$ cat config.mk
export PLATFORM = sky130hd
export DESIGN_NAME = xor_sprite_framebuffer_flat
export DESIGN_NICKNAME = d
export VERILOG_FILES = /design/src/sv/xsf_pkg.sv /design/src/sv/xsf_ifs.sv /design/src/sv/xsf_cmd_fifo.sv /design/src/sv/xsf_front.sv /design/src/sv/xsf_back.sv /design/src/sv/xor_sprite_framebuffer.sv /design/src/flat_wrapper.sv
export SDC_FILE = /design/constraint.sdc
export NUM_CORES = 2
export LEC_CHECK = 0
export BUFFER_PORTS_ARGS = -buffer_cell sky130_fd_sc_hd__buf_2
export CAP_MARGIN = 20
export CORE_UTILIZATION = 50
export CTS_BUF_LIST = sky130_fd_sc_hd__clkbuf_16
export CTS_CLUSTER_SIZE = 12
export DETAILED_ROUTE_END_ITERATION = 6
export GPL_TIMING_DRIVEN = 0
export PLACE_DENSITY = 0.65
export SETUP_SLACK_MARGIN = 0.1
export SKIP_CTS_REPAIR_TIMING = 1
export SYNTH_ARGS = -nofsm -noshare
export SYNTH_HDL_FRONTEND = slang
export SYNTH_SLANG_ARGS = --single-unit
$ cat constraint.sdc
create_clock -name clk -period 7.97 [get_ports clk]
set_clock_uncertainty 0.1 [all_clocks]
set_input_delay 0.3985 -clock clk [delete_from_list [all_inputs] [get_ports clk]]
set_output_delay 0.3985 -clock clk [all_outputs]
set_load 0.1 [all_outputs]
$ cat src/sv/xsf_pkg.sv
// ----------------------------------------------------------------------------
// xsf_pkg: shared types and constants of the sprite framebuffer
// Operation codes, fixed field widths and the command word that passes
// from the front end through the queue to the back end.
// ----------------------------------------------------------------------------
package xsf_pkg;

  localparam int ROW_PIXELS = 8;
  localparam int LINE_W_MAX = 6;  // holds any line of a frame up to 64 lines
  localparam int COL_W_MAX  = 7;  // holds any column of a frame up to 128 columns

  localparam logic [1:0] OP_DRAW  = 2'd0;
  localparam logic [1:0] OP_CLEAR = 2'd1;
  localparam logic [1:0] OP_READ  = 2'd2;

  typedef struct packed {
    logic [1:0]            op;
    logic [LINE_W_MAX-1:0] line;
    logic [COL_W_MAX-1:0]  col;
    logic [ROW_PIXELS-1:0] bits;
    logic                  last;
  } cmd_t;

endpackage

$ cat src/sv/xsf_ifs.sv
// ----------------------------------------------------------------------------
// xsf channel interfaces
// Valid/ready channels for the command input and the result output.
// ----------------------------------------------------------------------------
interface xsf_in_if;
  logic       valid;
  logic       ready;
  logic [1:0] operation;
  logic [7:0] pos_x;
  logic [7:0] pos_y;
  logic [7:0] row_bits;
  logic       last_row;

  modport source (output valid, operation, pos_x, pos_y, row_bits, last_row,
                  input ready);
  modport sink   (input valid, operation, pos_x, pos_y, row_bits, last_row,
                  output ready);
endinterface

interface xsf_out_if;
  logic       valid;
  logic       ready;
  logic       collided;
  logic [7:0] pixels;

  modport source (output valid, collided, pixels, input ready);
  modport sink   (input valid, collided, pixels, output ready);
endinterface

$ cat src/sv/xsf_cmd_fifo.sv
// ----------------------------------------------------------------------------
// xsf_cmd_fifo: two-entry command queue
// Decouples the front end from the back end.
// ----------------------------------------------------------------------------
module xsf_cmd_fifo (
  input  logic          clk,
  input  logic          rst_n,
  input  logic          push,
  input  xsf_pkg::cmd_t push_data,
  output logic          full,
  input  logic          pop,
  output xsf_pkg::cmd_t pop_data,
  output logic          empty
);
  import xsf_pkg::*;

  localparam int DEPTH = 2;

  cmd_t       ent_r [DEPTH];
  logic       wr_ptr_r, wr_ptr_nxt;
  logic       rd_ptr_r, rd_ptr_nxt;
  logic [1:0] cnt_r, cnt_nxt;

  assign full     = (cnt_r == 2'(DEPTH));
  assign empty    = (cnt_r == 2'd0);
  assign pop_data = ent_r[rd_ptr_r];

  always_comb begin
    wr_ptr_nxt = push ? ~wr_ptr_r : wr_ptr_r;
    rd_ptr_nxt = pop ? ~rd_ptr_r : rd_ptr_r;
    cnt_nxt    = cnt_r;
    if (push && !pop) begin
      cnt_nxt = cnt_r + 2'd1;
    end else if (!push && pop) begin
      cnt_nxt = cnt_r - 2'd1;
    end
  end

  always_ff @(posedge clk) begin
    if (!rst_n) begin
      wr_ptr_r <= 1'b0;
      rd_ptr_r <= 1'b0;
      cnt_r    <= 2'd0;
    end else begin
      wr_ptr_r <= wr_ptr_nxt;
      rd_ptr_r <= rd_ptr_nxt;
      cnt_r    <= cnt_nxt;
    end
  end

  always_ff @(posedge clk) begin
    if (push) begin
      ent_r[wr_ptr_r] <= push_data;
    end
  end

  a_no_overflow: assert property (@(posedge clk) disable iff (!rst_n)
    push |-> (!full || pop))
    else $error("command queue overflow");

  a_no_underflow: assert property (@(posedge clk) disable iff (!rst_n)
    pop |-> !empty)
    else $error("command queue underflow");

  a_count_up: assert property (@(posedge clk) disable iff (!rst_n)
    (push && !pop) |=> (cnt_r == $past(cnt_r) + 2'd1))
    else $error("queue count did not advance on push");

endmodule

$ cat src/sv/xsf_front.sv
// ----------------------------------------------------------------------------
// xsf_front: command intake
// Takes input transfers, tracks the sprite row offset, reduces line and
// start column to frame coordinates and pushes a command into the queue.
// ----------------------------------------------------------------------------
module xsf_front #(
  parameter int FRAME_WIDTH  = 64,
  parameter int FRAME_HEIGHT = 32
) (
  input  logic          clk,
  input  logic          rst_n,
  xsf_in_if.sink        in_ch,
  input  logic          q_full,
  output logic          q_push,
  output xsf_pkg::cmd_t q_data
);
  import xsf_pkg::*;

  logic [7:0] off_r, off_nxt;
  logic [8:0] line_sum;

  // line modulo height by restoring subtraction of height * 2^k
  function automatic logic [LINE_W_MAX-1:0] line_mod(input logic [8:0] v);
    logic [11:0] r;
    r = {3'b000, v};
    for (int k = 5; k >= 0; k--) begin
      if (r >= (12'(FRAME_HEIGHT) << k)) begin
        r = r - (12'(FRAME_HEIGHT) << k);
      end
    end
    return r[LINE_W_MAX-1:0];
  endfunction

  function automatic logic [COL_W_MAX-1:0] col_mod(input logic [7:0] v);
    logic [11:0] r;
    r = {4'b0000, v};
    for (int k = 4; k >= 0; k--) begin
      if (r >= (12'(FRAME_WIDTH) << k)) begin
        r = r - (12'(FRAME_WIDTH) << k);
      end
    end
    return r[COL_W_MAX-1:0];
  endfunction

  assign in_ch.ready = !q_full;
  assign q_push      = in_ch.valid && !q_full;

  always_comb begin
    line_sum = {1'b0, in_ch.pos_y};
    if (in_ch.operation == OP_DRAW) begin
      line_sum = {1'b0, in_ch.pos_y} + {1'b0, off_r};
    end
    q_data.op   = in_ch.operation;
    q_data.line = line_mod(line_sum);
    q_data.col  = col_mod(in_ch.pos_x);
    q_data.bits = in_ch.row_bits;
    q_data.last = in_ch.last_row;
  end

  always_comb begin
    off_nxt = off_r;
    if (q_push && in_ch.operation == OP_DRAW) begin
      off_nxt = in_ch.last_row ? 8'd0 : off_r + 8'd1;
    end
  end

  always_ff @(posedge clk) begin
    if (!rst_n) begin
      off_r <= 8'd0;
    end else begin
      off_r <= off_nxt;
    end
  end

  a_off_end: assert property (@(posedge clk) disable iff (!rst_n)
    (q_push && in_ch.operation == OP_DRAW && in_ch.last_row) |=> (off_r == 8'd0))
    else $error("row offset not cleared after last row");

  a_off_step: assert property (@(posedge clk) disable iff (!rst_n)
    (q_push && in_ch.operation == OP_DRAW && !in_ch.last_row)
      |=> (off_r == $past(off_r) + 8'd1))
    else $error("row offset did not advance");

  a_off_hold: assert property (@(posedge clk) disable iff (!rst_n)
    !(q_push && in_ch.operation == OP_DRAW) |=> $stable(off_r))
    else $error("row offset moved without a draw");

endmodule

$ cat src/sv/xsf_back.sv
// ----------------------------------------------------------------------------
// xsf_back: frame execution unit
// Frame memory with per-line valid bits, read-modify-write of one line per
// command, collision accumulator and the registered result stage.
// ----------------------------------------------------------------------------
module xsf_back #(
  parameter int FRAME_WIDTH  = 64,
  parameter int FRAME_HEIGHT = 32
) (
  input  logic          clk,
  input  logic          rst_n,
  input  logic          q_empty,
  input  xsf_pkg::cmd_t q_data,
  output logic          q_pop,
  xsf_out_if.source     out_ch
);
  import xsf_pkg::*;

  localparam int LW = $clog2(FRAME_HEIGHT);
  localparam int CW = $clog2(FRAME_WIDTH);

  localparam logic ST_IDLE = 1'b0;
  localparam logic ST_EXEC = 1'b1;

  logic                    st_r, st_nxt;
  cmd_t                    cmd_r;
  logic [FRAME_WIDTH-1:0]  mem [FRAME_HEIGHT];
  logic [FRAME_WIDTH-1:0]  rd_row_r;
  logic [FRAME_HEIGHT-1:0] row_vld_r, row_vld_nxt;
  logic                    rd_vld_r;
  logic                    acc_r, acc_nxt;
  logic                    out_valid_r, out_valid_nxt;
  logic                    out_coll_r;
  logic [7:0]              out_pix_r;

  logic                    finish;
  logic                    mem_we;
  logic [LW-1:0]           cmd_line;
  logic [LW-1:0]           head_line;
  logic [FRAME_WIDTH-1:0]  old_row, new_row, mask;
  logic [CW-1:0]           col [ROW_PIXELS];
  logic [CW:0]             csum;
  logic [7:0]              pix_old, pix_new, res_pix;
  logic                    hit, res_coll;

  assign cmd_line  = cmd_r.line[LW-1:0];
  assign head_line = q_data.line[LW-1:0];
  assign q_pop     = (st_r == ST_IDLE) && !q_empty;
  assign finish    = (st_r == ST_EXEC) && (!out_valid_r || out_ch.ready);
  assign mem_we    = finish && (cmd_r.op == OP_DRAW);

  // eight wrapped columns starting at the command's start column
  always_comb begin
    for (int b = 0; b < ROW_PIXELS; b++) begin
      csum = {1'b0, cmd_r.col[CW-1:0]} + (CW+1)'(b);
      if (csum >= (CW+1)'(FRAME_WIDTH)) begin
        csum = csum - (CW+1)'(FRAME_WIDTH);
      end
      col[b] = csum[CW-1:0];
    end
  end

  always_comb begin
    old_row = rd_vld_r ? rd_row_r : '0;
    mask    = '0;
    for (int b = 0; b < ROW_PIXELS; b++) begin
      mask[col[b]] = cmd_r.bits[ROW_PIXELS-1-b];
    end
    new_row = old_row ^ mask;
    hit     = |(old_row & mask);
    for (int b = 0; b < ROW_PIXELS; b++) begin
      pix_old[ROW_PIXELS-1-b] = old_row[col[b]];
      pix_new[ROW_PIXELS-1-b] = new_row[col[b]];
    end
  end

  always_comb begin
    res_coll    = acc_r;
    res_pix     = 8'd0;
    acc_nxt     = acc_r;
    row_vld_nxt = row_vld_r;
    case (cmd_r.op)
      OP_DRAW: begin
        res_coll = acc_r | hit;
        res_pix  = pix_new;
        if (finish) begin
          acc_nxt = cmd_r.last ? 1'b0 : (acc_r | hit);
          row_vld_nxt[cmd_line] = 1'b1;
        end
      end
      OP_CLEAR: begin
        if (finish) begin
          row_vld_nxt = '0;
        end
      end
      OP_READ: begin
        res_pix = pix_old;
      end
      default: begin
      end
    endcase
  end

  always_comb begin
    st_nxt = st_r;
    case (st_r)
      ST_IDLE: if (q_pop) st_nxt = ST_EXEC;
      ST_EXEC: if (finish) st_nxt = ST_IDLE;
      default: st_nxt = ST_IDLE;
    endcase
    out_valid_nxt = out_valid_r;
    if (finish) begin
      out_valid_nxt = 1'b1;
    end else if (out_ch.ready) begin
      out_valid_nxt = 1'b0;
    end
  end

  always_ff @(posedge clk) begin
    if (!rst_n) begin
      st_r        <= ST_IDLE;
      acc_r       <= 1'b0;
      row_vld_r   <= '0;
      out_valid_r <= 1'b0;
    end else begin
      st_r        <= st_nxt;
      acc_r       <= acc_nxt;
      row_vld_r   <= row_vld_nxt;
      out_valid_r <= out_valid_nxt;
    end
  end

  always_ff @(posedge clk) begin
    if (q_pop) begin
      cmd_r    <= q_data;
      rd_vld_r <= row_vld_r[head_line];
    end
    if (finish) begin
      out_coll_r <= res_coll;
      out_pix_r  <= res_pix;
    end
  end

  // frame memory: registered read at pop, write at the end of a draw
  always_ff @(posedge clk) begin
    if (q_pop) begin
      rd_row_r <= mem[head_line];
    end
  end

  always_ff @(posedge clk) begin
    if (mem_we) begin
      mem[cmd_line] <= new_row;
    end
  end

  assign out_ch.valid    = out_valid_r;
  assign out_ch.collided = out_coll_r;
  assign out_ch.pixels   = out_pix_r;

  a_pop_idle: assert property (@(posedge clk) disable iff (!rst_n)
    q_pop |-> (st_r == ST_IDLE))
    else $error("queue popped while busy");

  a_draw_valid: assert property (@(posedge clk) disable iff (!rst_n)
    mem_we |=> row_vld_r[$past(cmd_line)])
    else $error("drawn line not marked valid");

  a_clear_all: assert property (@(posedge clk) disable iff (!rst_n)
    (finish && cmd_r.op == OP_CLEAR) |=> (row_vld_r == '0))
    else $error("clear left valid lines");

  a_slot_free: assert property (@(posedge clk) disable iff (!rst_n)
    finish |-> (!out_valid_r || out_ch.ready))
    else $error("result overwritten before transfer");

endmodule

$ cat src/sv/xor_sprite_framebuffer.sv
// ----------------------------------------------------------------------------
// xor_sprite_framebuffer: one-bit XOR sprite framebuffer
// Draws 8-pixel sprite rows with collision detect, clears and reads the frame.
// ----------------------------------------------------------------------------
//  channel | dir | handshake     | payload
//  in_ch   | in  | valid / ready | operation, pos_x, pos_y, row_bits, last_row
//  out_ch  | out | valid / ready | collided, pixels
//
//  In the back end a command first does a registered read of the frame
//  line, then the XOR write and result load once the output slot is free.
//  Clear only resets per-line valid bits. A 2-entry queue sits between
//  intake and execution. Reset (synchronous, rst_n low) clears the frame
//  line valid bits, row offset and collision flag at once. A stalled output
//  holds the back end; intake keeps taking transfers until the queue is full.
// ----------------------------------------------------------------------------
module xor_sprite_framebuffer #(
  parameter int FRAME_WIDTH  = 64,
  parameter int FRAME_HEIGHT = 32
) (
  input  logic      clk,
  input  logic      rst_n,
  xsf_in_if.sink    in_ch,
  xsf_out_if.source out_ch
);
  import xsf_pkg::*;

  cmd_t push_data;
  cmd_t pop_data;
  logic q_push, q_pop, q_full, q_empty;

  xsf_front #(
    .FRAME_WIDTH (FRAME_WIDTH),
    .FRAME_HEIGHT(FRAME_HEIGHT)
  ) u_front (
    .clk   (clk),
    .rst_n (rst_n),
    .in_ch (in_ch),
    .q_full(q_full),
    .q_push(q_push),
    .q_data(push_data)
  );

  xsf_cmd_fifo u_fifo (
    .clk      (clk),
    .rst_n    (rst_n),
    .push     (q_push),
    .push_data(push_data),
    .full     (q_full),
    .pop      (q_pop),
    .pop_data (pop_data),
    .empty    (q_empty)
  );

  xsf_back #(
    .FRAME_WIDTH (FRAME_WIDTH),
    .FRAME_HEIGHT(FRAME_HEIGHT)
  ) u_back (
    .clk    (clk),
    .rst_n  (rst_n),
    .q_empty(q_empty),
    .q_data (pop_data),
    .q_pop  (q_pop),
    .out_ch (out_ch)
  );

endmodule

$ cat src/flat_wrapper.sv
// flat-port wrapper written by rule: the top's interface ports become plain ports
module xor_sprite_framebuffer_flat import xsf_pkg::*;
#(
  parameter int FRAME_WIDTH  = 64,
  parameter int FRAME_HEIGHT = 32
)
  (clk, rst_n, in_ch_valid, in_ch_operation, in_ch_pos_x, in_ch_pos_y, in_ch_row_bits, in_ch_last_row, in_ch_ready, out_ch_valid, out_ch_collided, out_ch_pixels, out_ch_ready);
  xsf_in_if in_ch_i ();
  xsf_out_if out_ch_i ();
  input  logic clk;
  input  logic rst_n;
  input wire logic [$bits(in_ch_i.valid)-1:0] in_ch_valid;
  input wire logic [$bits(in_ch_i.operation)-1:0] in_ch_operation;
  input wire logic [$bits(in_ch_i.pos_x)-1:0] in_ch_pos_x;
  input wire logic [$bits(in_ch_i.pos_y)-1:0] in_ch_pos_y;
  input wire logic [$bits(in_ch_i.row_bits)-1:0] in_ch_row_bits;
  input wire logic [$bits(in_ch_i.last_row)-1:0] in_ch_last_row;
  output wire logic [$bits(in_ch_i.ready)-1:0] in_ch_ready;
  output wire logic [$bits(out_ch_i.valid)-1:0] out_ch_valid;
  output wire logic [$bits(out_ch_i.collided)-1:0] out_ch_collided;
  output wire logic [$bits(out_ch_i.pixels)-1:0] out_ch_pixels;
  input wire logic [$bits(out_ch_i.ready)-1:0] out_ch_ready;
  assign in_ch_i.valid = in_ch_valid;
  assign in_ch_i.operation = in_ch_operation;
  assign in_ch_i.pos_x = in_ch_pos_x;
  assign in_ch_i.pos_y = in_ch_pos_y;
  assign in_ch_i.row_bits = in_ch_row_bits;
  assign in_ch_i.last_row = in_ch_last_row;
  assign in_ch_ready = in_ch_i.ready;
  assign out_ch_valid = out_ch_i.valid;
  assign out_ch_collided = out_ch_i.collided;
  assign out_ch_pixels = out_ch_i.pixels;
  assign out_ch_i.ready = out_ch_ready;
  xor_sprite_framebuffer #(.FRAME_WIDTH(FRAME_WIDTH), .FRAME_HEIGHT(FRAME_HEIGHT)) u_core (.clk(clk), .rst_n(rst_n), .in_ch(in_ch_i), .out_ch(out_ch_i));
endmodule
==> impl_summary.txt <==
----------------------------------------------------
[Synth]
  Fraction of registers with async set/reset ... 0%
  Number of enable flip-flop cells after synthesis ... 2188
  Flip-flop and latch count after synthesis ... around 2200
  Number of distinct standard cells referenced by the synthesized netlist ... about 80
  Post-Syn Area ... around 100000 um^2
  Most frequent cells after synthesis ... sky130_fd_sc_hd__nand2_1 (2305), sky130_fd_sc_hd__edfxtp_1 (2188), sky130_fd_sc_hd__nand3_1 (1117), sky130_fd_sc_hd__clkbuf_1 (501), sky130_fd_sc_hd__a311oi_1 (331)
  Post-synthesis area per instance ... roughly 12 um^2
  Count of warnings emitted by yosys ... 0
  Top cell type by total area after synthesis ... sky130_fd_sc_hd__edfxtp_1
  Area share of the largest cell type after synthesis ... around two thirds
  Number of cells produced by synthesis ... 8320
  Cell with the most instances after synthesis ... sky130_fd_sc_hd__nand2_1
  Cell types with the largest area share after synthesis ... sky130_fd_sc_hd__edfxtp_1 (66%), sky130_fd_sc_hd__nand2_1 (8.6%), sky130_fd_sc_hd__nand3_1 (5.6%)
  Fraction of the yosys area taken by sequential cells ... 66.6%
  Post-Synthesis Net Count ... 8431
  Most used flip-flop cell after synthesis ... sky130_fd_sc_hd__edfxtp_1

[Power and ir drop]
  Part of the total power dissipated in combinational logic ... between 50% and 60%
  Internal power ... ~30 mW
  Post-route total power ... ~55 mW
  Worst voltage drop across the vdd grid ... between 0.5 and 0.6 mV
  Leakage power ... 39.6 nW
  Seq pwr share ... approximately 32%
  Switching fraction of total power ... between 40 and 50%
  Power density over the cells ... 482 nW/um^2
  Clock Power Share ... about 17%
  NetSw ... 25.3 mW

[Place]
  Worst slack at placement ... -1.74 ns
  Post-detail-place hpwl ... a little over 300000 um
  Number of buffer cells added on primary ports ... 36
  Number of placed instances, taps included ... ~11000
  Weighted congestion at the end of routability-driven global placement ... ~1.1

[Floorplanning]
  Initial core utilization ... approximately half
  Top Ports ... 42
  Die extent in x ... 449 um
  Die Area ... 202000 um^2
  Placeable Area ... 198000 um^2
  Die boundary height ... about 450 um
  Core Rows ... about 160

[Route]
  Number of DRC markers in iteration 0 ... around 12000
  WL/cell ... 36.2 um
  Drc violations ... 10
  Count of antenna-violating nets left after detailed routing ... 0
  Final Routed Wirelength ... about 420000 um
  Number of optimization iterations in the first detailed-route pass ... 7
  Via Count ... about 78000
  Via-per-instance ratio ... between 6 and 7

[Setup path]
  Buffering stage count on the worst path with inverters included ... 5
  Start-to-end type of the worst setup path ... reg2reg
  CP startpoint kind ... register
  Top delay family on crit path ... compound AO/OA/AOI/OAI gates
  Most used cell, CP ... sky130_fd_sc_hd__mux4_2
  Slowest stage cell on the critical path ... sky130_fd_sc_hd__o221ai_1
  Data arrival at the endpoint of the critical path ... between 8 and 9 ns
  Critical path peak fanout ... 13
  Startpoint of the most critical register-to-register path ... u_core.u_back.cmd_r[10]
  Critical Path RT ... approximately 8.4 ns
  CP endpoint kind ... register
  Crit path largest cell delay ... between 0.7 and 0.8 ns
  Sequence of cells on the critical path ... buf_2, inv_1, buf_2, buf_4, ha_2, nor2b_1, clkbuf_1, nand2_1, a22oi_1, a2111oi_0, o221ai_1, ha_1, mux4_2, mux4_2, mux4_2, a32o_1
  Crit path from ... u_core.u_back.cmd_r[10]

[Global route]
  Remaining global-route overflow ... 0
  Total global-route track usage ... between 40% and 50%
  Wire length of the first global-routing pass ... 574000 um
  Antenna violations before repair ... 31
  Pin count of the biggest net entering global routing ... 45
  Vias in the first global route ... roughly 72000

[Clock tree]
  Number of levels the H-tree was split into ... 4
  Clk Tree Root Cell ... sky130_fd_sc_hd__clkbuf_16
  TritonCTS clock tree ... built
  Number of clock sinks ... 2233
  TritonCTS buffer count ... about 220
  Clock-pin slew reported for the worst setup and hold paths after clock tree synthesis ... 0.06 ns
  Later-pin clock latency in the skew report ... around 0.89 ns
  Largest buffer count on any clock path ... 3

[Timing]
  Remaining max-slew budget at the tightest pin ... between 10% and 20%
  Final Hold Fails ... 0
  Final Max Slew Viols ... 0
  Hold_ws ... 0.00133 ns
  Setup ws final ... -0.0256 ns
  Minimum period implied by the final worst setup slack ... ~8.0 ns
  Final setup fails ... 1
  Final critical-path share of the clock period ... 100%
  TNS Setup ... -0.0256 ns
  Setup repair after global routing missed its margin ... false
  Pin slew with the least headroom to its limit ... about 1.3 ns
  Max Fclk ... approximately 0.13 GHz

[Run status]
  Violated checks ... DRC, setup timing
  Status ... complete, but fails checks

[Finish]
  Layout cells sized above 1 ... 10.8%
  Synth-to-Final Area Change ... 14.6%
  Number of nets at the end of the flow ... 8922
  Final standard cell count with taps included and fillers excluded ... 11600

[Worst hold path]
  Worst hold path type ... in2reg
  Hold path startpoint ... in_ch_valid

[Run]
  Maxcap violations ... 0

----------------------------------------------------
power by group through the flow:
stage	clock, mW	sequential [mW]	combinational, mW
after global routing	10.1	17.7	28.2
after CTS	9.64	17.7	26.3
after floorplan	0	17.9	12.4
final	9.60	17.7	28.0
after detailed placement	0	17.9	26.1
after global placement	0	18.2	24.0
layout make-up:
class,instances,area [um^2]
Antenna cell,21,52.6
Timing Repair Buffer,268,3910
Clock inverter,148,976
Multi-Input combinational cell,5422,31600
Clock buffer,223,5580
Tap cell,2640,3300
Fill cell,15900,83300
Sequential cell,2233,66600
Buffer,624,2530
Inverter,40,153
metrics by stage:
step,cell area (um^2),util [%]
2_1_floorplan,100000,-
3_3_place_gp,104000,52.3
3_5_place_dp,107000,54.2
4_1_cts,114000,57.5
5_1_grt,115000,57.9
6_report,115000,57.9
cells in the final DEF (no fill, tap or decap), types with 39 or more instances in the layout:
cell type / count
sky130_fd_sc_hd__a21o_1: 74
sky130_fd_sc_hd__a21oi_1: 102
sky130_fd_sc_hd__a311oi_1: 331
sky130_fd_sc_hd__a31oi_1: 83
sky130_fd_sc_hd__and2_1: 64
sky130_fd_sc_hd__and3_1: 148
sky130_fd_sc_hd__buf_1: 45
sky130_fd_sc_hd__buf_12: 91
sky130_fd_sc_hd__buf_2: 113
sky130_fd_sc_hd__buf_4: 44
sky130_fd_sc_hd__clkbuf_1: 463
sky130_fd_sc_hd__clkbuf_16: 223
sky130_fd_sc_hd__dfxtp_1: 45
sky130_fd_sc_hd__edfxtp_1: 2188
sky130_fd_sc_hd__ha_1: 46
sky130_fd_sc_hd__inv_1: 110
sky130_fd_sc_hd__mux2_2: 56
sky130_fd_sc_hd__mux2i_1: 51
sky130_fd_sc_hd__mux4_2: 132
sky130_fd_sc_hd__nand2_1: 2301
sky130_fd_sc_hd__nand3_1: 1114
sky130_fd_sc_hd__nor2_1: 133
sky130_fd_sc_hd__nor3_1: 57
sky130_fd_sc_hd__o21ai_0: 65
sky130_fd_sc_hd__o221ai_1: 39
sky130_fd_sc_hd__o22ai_1: 131
path summary, 6_finish.rpt:
check                                                       to  slack, ns  cells past startpoint
worst min-delay path                    u_core.u_fifo.wr_ptr_r      0.001                      4
worst min register to register     u_core.u_back.row_vld_r[11]       0.38                      2
worst max-delay path            u_core.u_back.out_ch.pixels[6]      -0.03                     16
worst max register to register  u_core.u_back.out_ch.pixels[6]      -0.03                     16
sequential cells by signal, indices dropped and copies added (netlist names), named ones only:
register                       cells
u_core.u_back.out_ch.collided      1
u_core.u_back.st_r                 1
u_core.u_fifo.cnt_r                2
u_core.u_back.cmd_r               17
u_core.u_back.acc_r                1
u_core.u_fifo.ent_r               44
u_core.u_back.out_ch.pixels        8
u_core.u_back.cmd_line             5
u_core.u_front.off_r               5
u_core.u_back.out_ch.valid         1
u_core.u_back.row_vld_r           32
u_core.u_fifo.wr_ptr_r             1
u_core.u_back.mem               2048
u_core.u_back.rd_vld_r             1
u_core.u_back.rd_row_r            64
u_core.u_fifo.rd_ptr_r             1
worst register-to-register path: cells and delay by family, from the launching register on:
kind	cells	cell delay, ns
fa+ha+maj	2	0.98
mux	3	1.48
compound gates	4	2.02
simple gates	2	0.64
buf+inv	5	1.97
flops	1	0.52
metal layers:
metal | wire (um) | global-route usage [%]
met4 | 28300 | 22.8
met1 | 159000 | 54.7
met5 | 190 | 0
met2 | 181000 | 60.1
met3 | 52400 | 11.8
cell families (layout without fill, tap and decap cells):
logic type / count (synthesis) / in the layout / share of synthesized area, %
simple gates: 3991 / 3991 / 17.3
other cells: 0 / 21 / 0
flops: 2233 / 2233 / 66.6
xor+xnor: 39 / 39 / 0.341
compound gates: 1069 / 1069 / 7.99
buf+inv: 665 / 1303 / 2.63
fa+ha+maj: 80 / 80 / 1.01
mux: 243 / 243 / 4.15
Note: power is estimated with default switching activity, not from simulation.
